===== config.mk =====
export PLATFORM = sky130hd
export DESIGN_NAME = bgpm_row_store
export DESIGN_NICKNAME = d
export VERILOG_FILES = /design/src/design/bgpm_pkg.sv /design/src/design/bgpm_row_store.sv
export SDC_FILE = /design/constraint.sdc
export NUM_CORES = 2
export LEC_CHECK = 0
export BUFFER_PORTS_ARGS = -buffer_cell sky130_fd_sc_hd__clkbuf_2
export CORE_ASPECT_RATIO = 0.75
export CORE_MARGIN = 5
export CORE_UTILIZATION = 43
export DETAILED_ROUTE_END_ITERATION = 8
export GPL_ROUTABILITY_DRIVEN = 0
export SYNTH_ARGS = -nofsm -noshare
export SYNTH_HDL_FRONTEND = slang
export SYNTH_SLANG_ARGS = --single-unit

===== constraint.sdc =====
create_clock -name clk -period 14.45 [get_ports clk]
set_input_delay 1.445 -clock clk [delete_from_list [all_inputs] [get_ports clk]]
set_output_delay 1.445 -clock clk [all_outputs]
set_load 0.02 [all_outputs]

===== src/design/bgpm_pkg.sv =====
// Shared constants and codes for the binary greedy plane mesher.
`default_nettype none

package bgpm_pkg;

  // Default edge length of the square bit plane.
  localparam int PLANE_SIZE_DEF = 64;

  // Fixed field widths of the request and result words.
  localparam int ROW_BITS_W = 64;
  localparam int ROW_IDX_W  = 6;
  localparam int NORMAL_W   = 3;
  localparam int COORD_W    = 6;
  localparam int AXIS_W     = 2;
  localparam int LEN_W      = 7;
  localparam int NUM_W      = 12;

  // Request codes.
  localparam logic REQ_LOAD = 1'b0;
  localparam logic REQ_QUAD = 1'b1;

  // Axis codes.
  localparam logic [AXIS_W-1:0] AXIS_X = 2'd0;
  localparam logic [AXIS_W-1:0] AXIS_Y = 2'd1;
  localparam logic [AXIS_W-1:0] AXIS_Z = 2'd2;

  // Normals at or above this code swap width and height.
  localparam logic [NORMAL_W-1:0] NORMAL_SWAP = 3'd2;

  // Quad counter saturates here.
  localparam logic [NUM_W-1:0] COUNT_MAX = 12'd4095;

endpackage

`default_nettype wire


===== src/design/bgpm_row_store.sv =====
// Plane row memory: one write port, one read port with registered data.
`default_nettype none

module bgpm_row_store #(
  parameter int  DEPTH  = bgpm_pkg::PLANE_SIZE_DEF,
  parameter int  WIDTH  = bgpm_pkg::PLANE_SIZE_DEF,
  localparam int ADDR_W = $clog2(DEPTH)
) (
  input  wire logic              clk,
  input  wire logic              wr_en,
  input  wire logic [ADDR_W-1:0] wr_addr,
  input  wire logic [WIDTH-1:0]  wr_data,
  input  wire logic [ADDR_W-1:0] rd_addr,
  output logic      [WIDTH-1:0]  rd_data
);

  logic [WIDTH-1:0] mem [DEPTH];

  always_ff @(posedge clk) begin
    if (wr_en) begin
      mem[wr_addr] <= wr_data;
    end
  end

  always_ff @(posedge clk) begin
    rd_data <= mem[rd_addr];
  end

endmodule

`default_nettype wire


==> metrics <==
hpwl dp 238 mm; crit-path max cell delay 740 ps; largest cells by area after synthesis edfxtp_1, mux4_2, mux2i_1; Post-synth EDFFs 4096; WP data required 15190 ps; Yosys cell types 33; Period Utilization, post-route 35.7%; DP Area 164000 um^2; Max FO, Critical Path 97; R2R Setup Slk 12080 ps; Starting Density 43.2%; CTS max path bufs 4; Port Buffers 141; net count after synthesis 6676; Hold Path Depth 4; CTS Sinks 4160; first-pass GRT wire length 617 mm; share of layout cells above drive strength 1 27.9%; Layout fillers 28556; Tmin final 5160 ps; die area 376000 um^2; 1st-pass router iterations 7; Final nets 7053; Main synth FF type edfxtp_1; Worst path slowest cell buf_4; P&R area growth vs syn 12.8%; Synth Instances 6598; area leader, netlist edfxtp_1; TritonCTS Buffers 387; CTS tree built; initial antenna violation count 39; Reg-to-Reg End rd_data[14]; Final Skew 46.6 ps; maxcap violations 0; CP startpoint kind primary input; yosys warns 0; synthesized cell area 156000 um^2; Slew Limit Fails 0; RR Startpoint mem[13][14]; Hold Path Class reg2reg; Post-Syn Area per Cell 23.7 um^2; via/cell ratio 6.26; Peak VDD IR 0.123 mV; Worst path top cell family by delay buffers and inverters; Hold EP rd_data[18]; Reg2Reg Depth 5; most frequent cells after synthesis edfxtp_1, mux4_2, buf_2; pre-CTS WS 8340 ps; worst hold start mem[36][18]; P_leak 54.5 nW; Root Driver clkbuf_16; Clock Latency Late Sink 940 ps; Crit path arrival time 5890 ps; FP Rows 191; pwr/cell area 141 nW/um^2; cts repair resizes 0; Post-Route WL 444 mm; Synth Register Bits 4160; vias in the first global route 75473; Max Fclk 194 MHz; RSZ-0062 raised after global routing no; largest net degree at the start of global routing 126; setup TNS 0 ps; top cell type's share of synthesized area 78.7%; Via Count 75949; Max-slew headroom 11.0%; number of endpoints failing setup at the final stage 0; drt first-iter violations 10673; post-synthesis sequential area ratio 79.5%; count leader, synth edfxtp_1; asr flop ratio synth 0%; Worst Slack Setup Final 9290 ps; CP Buf/Inv Count 4; antenna-violating nets left 0; DRC Markers 0; WL/cell 36.6 um; Finished Cell Area 176000 um^2; Hold Fails Final Rpt 0; cell breakdown of the critical path buf_12 > buf_12 > buf_4 > buf_4 > mux4_2 > mux2i_1 > o22ai_1 > a41oi_1 > a211oi_1; Chip Height 532 um; status finished, final reports clean; Top Ports 142; DIE WIDTH 706 um; Clk pin slew, worst setup/hold paths 60 ps; number of post-CTS setup repair buffers 0; critical path capture point type flop; hold buffer count at CTS 0; GRT overflow 0; gr usage total 23.3%; CORE AREA 362000 um^2; WS Path Type in2reg; Worst-Margin Slew 1330 ps; H-tree level count 5
power breakdown:
part / total, W / leakage, nW / switching [W] / internal, W
Combinational: 0.00115 / 11.0 / 0.000741 / 0.000407
Sequential: 0.0134 / 37.4 / 0.0000712 / 0.0134
Clock: 0.0103 / 6.12 / 0.00442 / 0.00586
worst register-to-register path: cells and delay by family (launching register included):
family          cells  cell delay [ps]
simple gates        2              410
mux                 1              460
compound gates      2             1040
flops               1              360
through the flow:
stage / util, % / cells / hold WS, ps / power, W
finish: 48.8 / 12132 / 837 / 0.0249
global route: 48.8 / 12121 / 864 / 0.0256
CTS: 48.8 / 12117 / 834 / 0.0250
detailed placement: 45.3 / 11411 / 822 / 0.0149
global placement: 45.3 / 11411 / 823 / 0.0148
floorplan: - / 6598 / 788 / 0.0143
layout make-up:
class                      count  area, um^2  area share, %
timing repair buffer         358        2510           1.42
clock inverter               217        2260           1.28
sequential                  4160      124000           70.5
tap                         4825        6040           3.42
multi-input combinational   2049       30800           17.5
antenna                       15        37.5         0.0213
clock buffer                 489       10300           5.87
inverter                      19        71.3         0.0404
kinds of logic after synthesis:
family          share of synthesized area, %
buf+inv                                 1.18
simple gates                            1.24
mux                                     15.6
flops                                   79.5
compound gates                          2.48
flip-flops by register name, indices dropped and copies added (netlist names):
| name | cells |
|---|---|
| rd_data | 64 |
| mem | 4096 |
layout by cell type (no fill, tap or decap), types with 44 or more instances in the layout:
cell       synthesis  routed
clkinv_1           0      76
mux2i_1          135     135
a22oi_1          168     168
clkinv_2           0      63
edfxtp_1        4096    4096
clkbuf_2           0     138
nand3_1           45      45
clkbuf_16          0     394
nor2_4             0      65
bufinv_16          0      44
nor2_1           112      47
buf_4             34     206
clkbuf_1         140      82
a22o_1            88      88
a211oi_1          63      62
o22ai_1           83      83
dfxtp_1           64      64
nand2_1           58      55
mux4_2          1024    1024
and3_1            64      64
worst max-delay path by stage:
stage	from	endpoint	slack [ps]	depth (start not counted)
final	rd_addr[0]	rd_data[4]	9290	9
after global routing	rd_addr[0]	rd_data[4]	8980	9
after CTS	rd_addr[0]	rd_data[4]	9320	9
after detailed placement	rd_addr[0]	rd_data[4]	8340	9
after global placement	rd_addr[0]	rd_data[4]	8370	9
after floorplan	wr_addr[3]	mem[48][0]	7570	4
layer usage:
| metal | routed length (um) | GRT usage [%] | up-vias |
|---|---|---|---|
| li1 | - | - | 29269 |
| met1 | 189000 | 35.8 | 41907 |
| met2 | 199000 | 34.5 | 4116 |
| met3 | 43500 | 4.37 | 649 |
| met4 | 12200 | 6.24 | 8 |
| met5 | 52 | 0 | - |
No activity file was read; power rests on OpenSTA's default activity.
